==> src/rtl/core/keht_pkg.sv <==
// ----------------------------------------------------------------------------
// keht_pkg
// shared codes and controller/datapath interface types
// ----------------------------------------------------------------------------
`default_nettype none

package keht_pkg;

  localparam logic [2:0] MODE_ADD    = 3'd0;
  localparam logic [2:0] MODE_REMOVE = 3'd1;
  localparam logic [2:0] MODE_CHECK  = 3'd2;
  localparam logic [2:0] MODE_LOOKUP = 3'd3;
  localparam logic [2:0] MODE_CLEAR  = 3'd4;
  localparam logic [2:0] MODE_SWEEP  = 3'd5;

  localparam logic [7:0] BATCH_RESET = 8'd100;

  localparam int OP_W = 4;
  localparam logic [OP_W-1:0] OP_IDLE    = 4'd0;
  localparam logic [OP_W-1:0] OP_LOAD    = 4'd1;
  localparam logic [OP_W-1:0] OP_EVAL    = 4'd2;
  localparam logic [OP_W-1:0] OP_UP_RD   = 4'd3;
  localparam logic [OP_W-1:0] OP_UP_MOVE = 4'd4;
  localparam logic [OP_W-1:0] OP_UP_FIN  = 4'd5;
  localparam logic [OP_W-1:0] OP_DN_LAST = 4'd6;
  localparam logic [OP_W-1:0] OP_DN_LD   = 4'd7;
  localparam logic [OP_W-1:0] OP_DN_RD   = 4'd8;
  localparam logic [OP_W-1:0] OP_DN_CMP  = 4'd9;
  localparam logic [OP_W-1:0] OP_SW_RD   = 4'd10;
  localparam logic [OP_W-1:0] OP_SW_ENT  = 4'd11;
  localparam logic [OP_W-1:0] OP_SW_KILL = 4'd12;
  localparam logic [OP_W-1:0] OP_CLR     = 4'd13;
  localparam logic [OP_W-1:0] OP_DONE    = 4'd14;

  typedef struct packed {
    logic [OP_W-1:0] op;
  } cmd_t;

  typedef struct packed {
    logic [2:0] mode;
    logic       push;
    logic       hole_zero;
    logic       item_lt_a;
    logic       dn_move;
    logic       stale;
    logic       due;
    logic       sweep_stop;
    logic       clr_last;
  } status_t;

endpackage

`default_nettype wire

==> src/rtl/core/keht_ctrl.sv <==
// ----------------------------------------------------------------------------
// keht_ctrl
// sequencer for lookup, sift-up, sift-down, sweep and clearing pass
// ----------------------------------------------------------------------------
`default_nettype none

module keht_ctrl import keht_pkg::*; (
  input  wire logic    clk,
  input  wire logic    rst_n,
  input  wire logic    start,
  output logic         busy,
  output cmd_t         cmd,
  input  wire status_t status
);

  localparam int SW = 4;
  localparam logic [SW-1:0] S_IDLE    = 4'd0;
  localparam logic [SW-1:0] S_CLR     = 4'd1;
  localparam logic [SW-1:0] S_EVAL    = 4'd2;
  localparam logic [SW-1:0] S_UP_CHK  = 4'd3;
  localparam logic [SW-1:0] S_UP_CMP  = 4'd4;
  localparam logic [SW-1:0] S_DN_LAST = 4'd5;
  localparam logic [SW-1:0] S_DN_LD   = 4'd6;
  localparam logic [SW-1:0] S_DN_RD   = 4'd7;
  localparam logic [SW-1:0] S_DN_CMP  = 4'd8;
  localparam logic [SW-1:0] S_SW_CHK  = 4'd9;
  localparam logic [SW-1:0] S_SW_ENT  = 4'd10;
  localparam logic [SW-1:0] S_SW_EVAL = 4'd11;
  localparam logic [SW-1:0] S_DONE    = 4'd12;

  logic [SW-1:0] state_r, state_nxt;
  logic          by_cmd_r, by_cmd_nxt;

  always_comb begin
    state_nxt  = state_r;
    by_cmd_nxt = by_cmd_r;
    cmd.op     = OP_IDLE;
    case (state_r)
      S_IDLE: begin
        if (start) begin
          cmd.op    = OP_LOAD;
          state_nxt = S_EVAL;
        end
      end
      S_EVAL: begin
        cmd.op = OP_EVAL;
        if (status.push) begin
          state_nxt = S_UP_CHK;
        end else if (status.mode == MODE_CLEAR) begin
          by_cmd_nxt = 1'b1;
          state_nxt  = S_CLR;
        end else if (status.mode == MODE_SWEEP) begin
          state_nxt = S_SW_CHK;
        end else begin
          state_nxt = S_DONE;
        end
      end
      S_CLR: begin
        cmd.op = OP_CLR;
        if (status.clr_last) begin
          state_nxt = by_cmd_r ? S_DONE : S_IDLE;
        end
      end
      S_UP_CHK: begin
        if (status.hole_zero) begin
          cmd.op    = OP_UP_FIN;
          state_nxt = S_DONE;
        end else begin
          cmd.op    = OP_UP_RD;
          state_nxt = S_UP_CMP;
        end
      end
      S_UP_CMP: begin
        if (status.item_lt_a) begin
          cmd.op    = OP_UP_MOVE;
          state_nxt = S_UP_CHK;
        end else begin
          cmd.op    = OP_UP_FIN;
          state_nxt = S_DONE;
        end
      end
      S_SW_CHK: begin
        if (status.sweep_stop) begin
          state_nxt = S_DONE;
        end else begin
          cmd.op    = OP_SW_RD;
          state_nxt = S_SW_ENT;
        end
      end
      S_SW_ENT: begin
        cmd.op    = OP_SW_ENT;
        state_nxt = S_SW_EVAL;
      end
      S_SW_EVAL: begin
        if (status.stale) begin
          state_nxt = S_DN_LAST;
        end else if (status.due) begin
          cmd.op    = OP_SW_KILL;
          state_nxt = S_DN_LAST;
        end else begin
          state_nxt = S_DONE;
        end
      end
      S_DN_LAST: begin
        cmd.op    = OP_DN_LAST;
        state_nxt = S_DN_LD;
      end
      S_DN_LD: begin
        cmd.op    = OP_DN_LD;
        state_nxt = S_DN_RD;
      end
      S_DN_RD: begin
        cmd.op    = OP_DN_RD;
        state_nxt = S_DN_CMP;
      end
      S_DN_CMP: begin
        cmd.op    = OP_DN_CMP;
        state_nxt = status.dn_move ? S_DN_RD : S_SW_CHK;
      end
      S_DONE: begin
        cmd.op    = OP_DONE;
        state_nxt = S_IDLE;
      end
      default: state_nxt = S_IDLE;
    endcase
  end

  always_ff @(posedge clk) begin
    if (!rst_n) begin
      state_r  <= S_CLR;
      by_cmd_r <= 1'b0;
    end else begin
      state_r  <= state_nxt;
      by_cmd_r <= by_cmd_nxt;
    end
  end

  assign busy = (state_r != S_IDLE);

endmodule

`default_nettype wire

==> config.mk <==
export PLATFORM = sky130hd
export DESIGN_NAME = keht_ctrl
export DESIGN_NICKNAME = d
export VERILOG_FILES = /design/src/rtl/core/keht_pkg.sv /design/src/rtl/core/keht_ctrl.sv
export SDC_FILE = /design/constraint.sdc
export NUM_CORES = 1
export LEC_CHECK = 0
export BUFFER_PORTS_ARGS = -buffer_cell sky130_fd_sc_hd__buf_2
export CAP_MARGIN = 20
export CORE_MARGIN = 3
export CORE_UTILIZATION = 43
export CTS_CLUSTER_SIZE = 14
export DETAILED_ROUTE_END_ITERATION = 10
export PLACE_DENSITY_LB_ADDON = 0.1
export REMOVE_ABC_BUFFERS = 1
export SKIP_CTS_REPAIR_TIMING = 1
export SLEW_MARGIN = 25
export SYNTH_ARGS = -nofsm -noshare
export SYNTH_HDL_FRONTEND = slang
export SYNTH_SLANG_ARGS = --single-unit
==> constraint.sdc <==
create_clock -name clk -period 1.3 [get_ports clk]
set_input_delay 0.195 -clock clk [delete_from_list [all_inputs] [get_ports clk]]
set_output_delay 0.195 -clock clk [all_outputs]
set_load 0.01 [all_outputs]
==> results of run 1 <==
## cell usage after synthesis (2+ instances only)
| library cell | count |
|---|---|
| a21oi_1 | 14 |
| nor2_1 | 6 |
| dfxtp_1 | 5 |
| nand2b_1 | 5 |
| a31oi_1 | 4 |
| buf_6 | 4 |
| o21ai_1 | 4 |
| buf_2 | 3 |
| inv_1 | 3 |
| o221ai_1 | 3 |
| or2_1 | 3 |
| nand3_1 | 2 |
| nor2b_1 | 2 |
| nor3_1 | 2 |
| o21ai_0 | 2 |
| o32a_1 | 2 |
## power groups by stage
stage / Sequential, mW / Combinational, mW / Clock, mW
after floorplan: 0.221 / 0.217 / 0
after global placement: 0.207 / 0.442 / 0
after detailed placement: 0.208 / 0.443 / 0
after CTS: 0.206 / 0.446 / 0.184
after global routing: 0.211 / 0.557 / 0.199
final: 0.208 / 0.508 / 0.177
## layout make-up
| class | instances | area [sq um] | share of cell area, % |
|---|---|---|---|
| multi-input combinational | 67 | 470 | 51.6 |
| timing repair buffer | 40 | 267 | 29.3 |
| sequential | 5 | 113 | 12.4 |
| clock buffer | 4 | 26.3 | 2.88 |
| inverter | 4 | 17.5 | 1.92 |
| tap | 14 | 17.5 | 1.92 |
## cells in the final DEF, fill, tap and decap left out, drive strengths merged, types with 2 or more instances in the layout
cell type / synthesis / routed
buf: 7 / 40
a21oi: 14 / 14
nor2: 7 / 7
nand2b: 6 / 6
o21ai: 6 / 6
dfxtp: 5 / 5
a31oi: 4 / 4
inv: 4 / 4
clkbuf: 1 / 4
o221ai: 3 / 3
or2: 3 / 3
nor2b: 2 / 2
nor3: 2 / 2
o32a: 2 / 2
nand3: 2 / 2
## critical path, cell delays in order (launching register included)
cell	delay [ps]
dfxtp_4	380
buf_6	130
nand3_4	70
o221a_1	260
a21oi_1	100
buf_2	140
## registers in the layout, indices dropped and copies added (netlist names)
register and cells:
state_r 4, by_cmd_r 1
## cell families after synthesis
logic type / Yosys count
AOI/OAI and AO/OA: 37
xor gates and xnor gates: 1
and+or+nand+nor: 28
buffers and inverters: 12
muxes: 1
DFF: 5
## path summary, 6_finish.rpt
check | startpoint | to | slack, ps | cells after the start
max | state_r[3] | cmd[1] | -210 | 5
min | rst_n | state_r[0] | 150 | 2
max reg2reg | state_r[3] | state_r[2] | -100 | 5
min reg2reg | by_cmd_r | by_cmd_r | 560 | 2
## per-layer routing
layer,routed length (um),part of all wire (%),vias up
li1,-,-,394
met1,881,45,358
met2,898,46,32
met3,157,8.0,2
met4,14,0.72,0
met5,0,0,-
==> out/results.ini, run 1 <==
[yosys]
synth_mux_area_share_pct=1.64
async_flop_share_pct=0
syn_avg_cell_area_sq_um=7.28
synth-edff-count=0
yosys_warnings=0
syn_inst=84
ys_top_cells_by_area=dfxtp_1, a21oi_1, buf_6
ys_types=36
yosys.area.top_type=dfxtp_1
syn_area_sq_um=612
synth-main-ff-cell=dfxtp_1
yosysTopAreaCellShare_pct=16.4
seq_area_frac_synth_pct=16.4
yosys.area_share.simple_pct=28.0
synth_xor_area_share_pct=1.43
synth_top_family_by_area=compound AO/OA/AOI/OAI gates
synthAdderAreaFrac_pct=0
synth-seq-cells=5
synth_compound_area_share_pct=39.7

[critical_path]
cp_max_fo=6
path_class=reg2out
arrival_ps=1310
start_kind=flop
worstSetupEndpointType=output port
crit_required_ps=1110

[floorplanning]
fp.dieH_um=43.7
pin_count=19
die_width_um=43.7
core-area_sq_um=1220
initial_core_util_pct=50.3
rows=12
dieArea_sq_um=1910

[clocking]
htreeDepth=1
worstSkewPairLatency_ps=240
clk_pin_slew_worst_paths_ps=40
clockRootBuffer=clkbuf_4
cts.sinks=5
cts_made_buffers=3
cts_buffer_depth=2
cts_tree=done

[cells_and_area]
area_growth_pct=48.9
layout-drive-gt1-share_pct=47.5
antenna_cells=0
final_cells=134
fin_nets=135
n_fill_cell=98
final_area_sq_um=911
fin_util_pct=74.9

[placement]
numPortBuffers=18
gp_congestion=0.920
placed_cell_area_sq_um=798
dp.cells=127
hpwl_um=1450
place_ws_ps=-206

[grt]
grt_pass1_wl_um=2970
grt_overflow=0
grt_max_degree=15
track_usage_pct=20.2
use_met1_pct=28.3
antenna_found_initial=0
gr-usage-met3_pct=7.05
first_global_vias=681
grt-busiest-layer=met2
grtUsageMet2_pct=29.7

[power_and_ir_drop]
max-vdd-ir-drop_mv=0.908
p_clk_share_pct=19.8
switchingPower_mw=0.349
share_comb_of_total_power_pct=56.9
leakagePower_nw=0.383
p_per_area_nw_per_um2=981
p_int_mw=0.545
total_power_mw=0.894
p_sw_share_pct=39.0
seq_power_share_pct=23.3

[outcome]
status=finished with violations
violations=negative setup slack

[timing]
fmax_mhz=663
clock_skew_ps=4.53
setup_tns_ps=-1080
final.min_clock_period_ps=1510
tightest_slew_ps=334
maxSlewHeadroom_pct=77.6
rsz0062_at_grt=true
hold_viol_final=0
fin_hold_ws_ps=152
maxSlewViolCount=0
layout_setup_ws_ps=-208
setup-violations-final=8
period_share_pct=116

[route]
routed_wl_um=1950
viasPerCell=5.87
first_pass_iters=4
num_vias=786
drtAntennaViolNets=0
first_iter_violations=20
drc=0
wl_per_cell_um=14.6

[job]
timing.max_cap.violations=0

[hold_path]
min_path_type=in2reg

Power figures use the tool's default switching activity.
==> inputs of run 2 (changes only) <==
==> constraint.sdc (replaced) <==
create_clock -name clk -period 1.7 [get_ports clk]
set_input_delay 0.255 -clock clk [delete_from_list [all_inputs] [get_ports clk]]
set_output_delay 0.255 -clock clk [all_outputs]
set_load 0.01 [all_outputs]
==> run 2 against run 1 <==
  * The run now ends clean
  * Worst setup slack gained 300 ps
  * Hold slack gained 67 ps
  * Global-route usage shrank 1.7 points
  * Register-to-register slack gained 360 ps
  * Wire length shrank 12%
  * Critical path depth is the same
  * Sequential power shrank 23%
  * Cell area shrank 15%
  * Clock power shrank 23%
  * Combinational power shrank 38%
  * Non-clock buffer count shrank 14
  * Count of clock-buffer cells in the layout is the same
  * Largest cell class unchanged
==> out/results.ini, run 2 (same netlist as run 1, synthesis figures left out) <==
[outcome]
status=finished clean  ; was finished with violations

[timing]
tightest_slew_ps=306  ; was 334 ps
final.min_clock_period_ps=1610
setup_tns_ps=0  ; was -1080 ps
maxSlewHeadroom_pct=79.5  ; was 77.6%
clock_skew_ps=4.48  ; was 4.53 ps
hold_viol_final=0  ; unchanged
fmax_mhz=622
period_share_pct=94.5
layout_setup_ws_ps=93.4  ; was -208 ps
maxSlewViolCount=0  ; unchanged
setup-violations-final=0  ; was 8
fin_hold_ws_ps=219  ; was 152 ps

[cells_and_area]
largest_register_ffs=4  ; unchanged
top_regs=state_r: 4 flops, by_cmd_r: 1 flops  ; unchanged
fin_nets=121  ; was 135
layout-drive-gt1-share_pct=36.8  ; was 47.5%
final_common_cell=buf_2  ; was buf_4
most-common-layout-cells=buf_2, a21oi_1, buf_4  ; was buf_4, buf_2, a21oi_1
area_growth_pct=26.8  ; was 48.9%
top_register=state_r  ; unchanged
antenna_cells=0  ; unchanged

[floorplanning]
rows=12  ; unchanged
die_width_um=43.7  ; unchanged
fp.dieH_um=43.7  ; unchanged
dieArea_sq_um=1910  ; unchanged
pin_count=19  ; unchanged
core-area_sq_um=1220  ; unchanged
initial_core_util_pct=50.3  ; unchanged

[job]
timing.max_cap.violations=0  ; unchanged

[hold_path]
whs_path_depth=2  ; unchanged
min_path_type=in2reg  ; unchanged
holdPathEnd=state_r[0]  ; unchanged
min_from=rst_n  ; unchanged

[grt]
grt_pass1_wl_um=2790  ; was 2970 um
first_global_vias=654  ; was 681
antenna_found_initial=0  ; unchanged
grt_max_degree=15  ; unchanged
track_usage_pct=18.6  ; was 20.2%
grt_overflow=0  ; unchanged

[critical_path]
worstSetupEndpointType=output port  ; unchanged
cp_cell_sequence=inv_1 -> nand3_1 -> o221a_1 -> a21oi_1 -> buf_2  ; was buf_6 -> nand3_4 -> o221a_1 -> a21oi_1 -> buf_2
rr_startpoint=state_r[0]  ; was state_r[3]
cp_max_fo=8  ; was 6
crit_required_ps=1440  ; was 1110 ps
ff2ff_path_depth=5  ; unchanged
path_class=reg2out  ; unchanged
reg2reg_to=state_r[2]  ; unchanged
slowest_delay_ps=360  ; was 380 ps
start_kind=flop  ; unchanged
crit_slowest_cell=dfxtp_2  ; was dfxtp_4
arrival_ps=1350  ; was 1310 ps
rrSetupSlack_ps=260  ; was -100 ps

[clocking]
worstSkewPairLatency_ps=240  ; about the same
cts_buffer_depth=2  ; unchanged
cts_made_buffers=3  ; unchanged
cts.sinks=5  ; unchanged
clk_pin_slew_worst_paths_ps=50  ; was 40 ps
cts_tree=done  ; unchanged
clockRootBuffer=clkbuf_4  ; unchanged
htreeDepth=1  ; unchanged

[route]
wl_per_cell_um=14.2  ; was 14.6 um
drc=0  ; unchanged
drtAntennaViolNets=0  ; unchanged
routed_wl_um=1710  ; was 1950 um
num_vias=724  ; was 786
first_pass_iters=4  ; unchanged
first_iter_violations=22  ; was 20
viasPerCell=6.03  ; was 5.87

[placement]
gp_congestion=0.935  ; was 0.920
hpwl_um=1280  ; was 1450 um
place_ws_ps=159  ; was -206 ps
numPortBuffers=18  ; unchanged

[power_and_ir_drop]
leakagePower_nw=0.314  ; was 0.383 nW
p_per_area_nw_per_um2=790  ; was 981 nW/um^2
max-vdd-ir-drop_mv=0.523  ; was 0.908 mV

-- run 2: changes by cell type in the layout (fill, tap and decap cells not counted), moves of 2 or more --
cell and change:
a21oi_1 +2, buf_6 -3, buf_4 -12, a21oi_2 -2
-- run 2: how the worst max path moves through the flow --
stage / startpoint / end / cells past startpoint
after floorplan: state_r[0] / cmd[1] / 3
after detailed placement: state_r[3] / state_r[2] / 5
after global routing: state_r[3] / cmd[2] / 5
after global placement: state_r[3] / state_r[2] / 5
after CTS: state_r[1] / cmd[2] / 5
final: state_r[2] / cmd[1] / 5
-- run 2: power by group --
| part | switching, mW | internal, mW |
|---|---|---|
| Combinational | 0.165 | 0.151 |
| Clock | 0.0480 | 0.0887 |
| Sequential | 0.0300 | 0.130 |
| Total | 0.243 | 0.370 |
-- run 2: metrics by stage --
stage | utilization, % | std cells | power (mW) | instance area (sq um)
4_1_cts | 59.8 | 118 | 0.586 | 727
3_3_place_gp | 57.6 | 114 | 0.446 | 701
3_5_place_dp | 57.6 | 114 | 0.443 | 701
6_report | 63.8 | 120 | 0.613 | 776
5_1_grt | 63.8 | 120 | 0.673 | 776
2_1_floorplan | - | 76 | 0.335 | 548
-- run 2: per-layer routing --
| metal | vias up | GRT usage [%] | share of wire, % |
|---|---|---|---|
| li1 | 362 | - | - |
| met1 | 334 | 26.4 | 48 |
| met2 | 28 | 27.6 | 46 |
| met3 | 0 | 4.98 | 6.9 |
| met4 | 0 | 4.22 | 0 |
| met5 | - | 0 | 0 |
-- run 2: critical path, delay by kind of cell, from the launching register on --
kind	cells	cell delay, ps
AND/OR/NAND/NOR	1	120
flip-flops	1	360
AO/OA/AOI/OAI	2	370
buffers and inverters	2	280
-- run 2: area by class of cell --
| type | instances | area (sq um) |
|---|---|---|
| well taps | 14 | 17.5 |
| multi-input cells | 67 | 444 |
| repair buffers | 26 | 163 |
| fillers | 118 | 440 |
| clock buffers | 4 | 26.3 |
| inverters | 4 | 15.0 |
| flip-flops and latches | 5 | 110 |
==> inputs of run 3 (changes only) <==
--- a/config.mk
+++ b/config.mk
@@ -8,7 +8,7 @@
 export BUFFER_PORTS_ARGS = -buffer_cell sky130_fd_sc_hd__buf_2
 export CAP_MARGIN = 20
 export CORE_MARGIN = 3
-export CORE_UTILIZATION = 43
+export CORE_UTILIZATION = 40
 export CTS_CLUSTER_SIZE = 14
 export DETAILED_ROUTE_END_ITERATION = 10
 export PLACE_DENSITY_LB_ADDON = 0.1
==> run 3 against run 2 <==
  * Die area up 6.5%
  * Non-clock buffer count down 1
  * Sequential power up 4%
  * Critical path depth unchanged
==> out/results.ini, run 3 (same netlist as run 1, synthesis figures left out) <==
[timing]
setup_tns_ps=0  ; unchanged
fmax_mhz=627  ; was 622 MHz
setup-violations-final=0  ; unchanged
period_share_pct=93.8  ; was 94.5%
maxSlewViolCount=0  ; unchanged
hold_viol_final=0  ; unchanged
tightest_slew_ps=331  ; was 306 ps
rsz0062_at_grt=false
clock_skew_ps=10.7  ; was 4.48 ps
final.min_clock_period_ps=1600  ; was 1610 ps
maxSlewHeadroom_pct=77.8  ; was 79.5%
layout_setup_ws_ps=105  ; was 93.4 ps

[route]
first_pass_iters=4  ; unchanged
wl_per_cell_um=14.1  ; was 14.2 um
drc=0  ; unchanged
routed_wl_um=1690  ; was 1710 um
viasPerCell=6.13  ; was 6.03
first_iter_violations=22  ; unchanged
drtAntennaViolNets=0  ; unchanged
num_vias=736  ; was 724

[cells_and_area]
layout-drive-gt1-share_pct=36.2  ; was 36.8%
most-common-layout-cells=buf_2, a21oi_1, buf_4  ; unchanged
antenna_cells=0  ; unchanged
final_common_cell=buf_2  ; unchanged
top_regs=state_r: 4 flops, by_cmd_r: 1 flops  ; unchanged
top_register=state_r  ; unchanged
largest_register_ffs=4  ; unchanged
final_cells=120  ; unchanged
fin_nets=120  ; was 121
area_growth_pct=22.9  ; was 26.8%

[critical_path]
worstSetupEndpointType=output port  ; unchanged
cp_max_fo=12  ; was 8
crit_required_ps=1440  ; about the same
start_kind=flop  ; unchanged
arrival_ps=1340  ; was 1350 ps
path_class=reg2out  ; unchanged

[clocking]
clockRootBuffer=clkbuf_4  ; unchanged
clk_pin_slew_worst_paths_ps=50  ; about the same
htreeDepth=1  ; unchanged
cts_tree=done  ; unchanged
cts.sinks=5  ; unchanged
cts_made_buffers=3  ; unchanged
worstSkewPairLatency_ps=260  ; was 240 ps
cts_buffer_depth=2  ; unchanged

[floorplanning]
initial_core_util_pct=44.8  ; was 50.3%
dieArea_sq_um=2030  ; was 1910 sq um
fp.dieH_um=45.1  ; was 43.7 um
pin_count=19  ; unchanged
die_width_um=45.1  ; was 43.7 um
core-area_sq_um=1370  ; was 1220 sq um
rows=13  ; was 12

[placement]
dp.cells=116  ; was 114
numPortBuffers=18  ; unchanged
gp_congestion=0.807  ; was 0.935
place_ws_ps=155  ; was 159 ps
hpwl_um=1270  ; was 1280 um

[power_and_ir_drop]
p_sw_share_pct=40.7  ; was 39.6%
total_power_mw=0.604  ; was 0.613 mW
max-vdd-ir-drop_mv=0.510  ; was 0.523 mV
p_per_area_nw_per_um2=803  ; was 790 nW/um^2
seq_power_share_pct=27.7  ; was 26.2%
p_clk_share_pct=24.5  ; was 22.3%
p_int_mw=0.358  ; was 0.370 mW
leakagePower_nw=0.303  ; was 0.314 nW
switchingPower_mw=0.246  ; was 0.243 mW
share_comb_of_total_power_pct=47.8  ; was 51.5%

[grt]
antenna_found_initial=0  ; unchanged
first_global_vias=626  ; was 654
grt_max_degree=16  ; was 15
track_usage_pct=19.0  ; was 18.6%
grt_pass1_wl_um=2810  ; was 2790 um
grt_overflow=0  ; unchanged

[outcome]
status=finished clean  ; unchanged

[job]
timing.max_cap.violations=0  ; unchanged

[hold_path]
min_path_type=in2reg  ; unchanged

## run 3: through the flow
stage | utilization, % | hold slack (ps) | cell area [sq um]
CTS | 53.8 | 211 | 736
detailed placement | 51.9 | 468 | 709
global placement | 51.9 | 475 | 709
floorplan | - | 334 | 548
finish | 55.0 | 207 | 752
global route | 55.0 | 215 | 752
## run 3: layout make-up
class	instances	area, sq um
fillers	149	614
multi-input cells	67	437
flip-flops and latches	5	113
clock buffers	4	26.3
inverters	4	15.0
well taps	15	18.8
repair buffers	25	143
## run 3: final timing paths
check	slack (ps)	cells past startpoint	startpoint	end
max reg2reg	280	4	state_r[3]	state_r[3]
min	210	2	rst_n	state_r[0]
max	100	5	state_r[1]	cmd[2]
min reg2reg	520	2	by_cmd_r	by_cmd_r
## run 3: layer usage
metal	vias up	GRT usage, %	share of wire [%]
met3	2	5.98	10
met5	-	0	0
met4	0	5.26	0.47
met1	330	25.9	44
met2	41	28.5	45
li1	363	-	-
## run 3: power by group through the flow
stage               registers [mW]  clock network [mW]  logic, mW
global route                 0.172               0.160      0.319
floorplan                    0.169                   0      0.166
detailed placement           0.165                   0      0.282
global placement             0.166                   0      0.284
CTS                          0.163               0.149      0.284
finish                       0.167               0.148      0.289
## run 3: worst max-delay path, stage by stage, from the launching register on
cell      delay, ps
dfxtp_4         380
or2_1           250
a21oi_2         160
a311oi_1         60
a21oi_1         110
buf_2           140
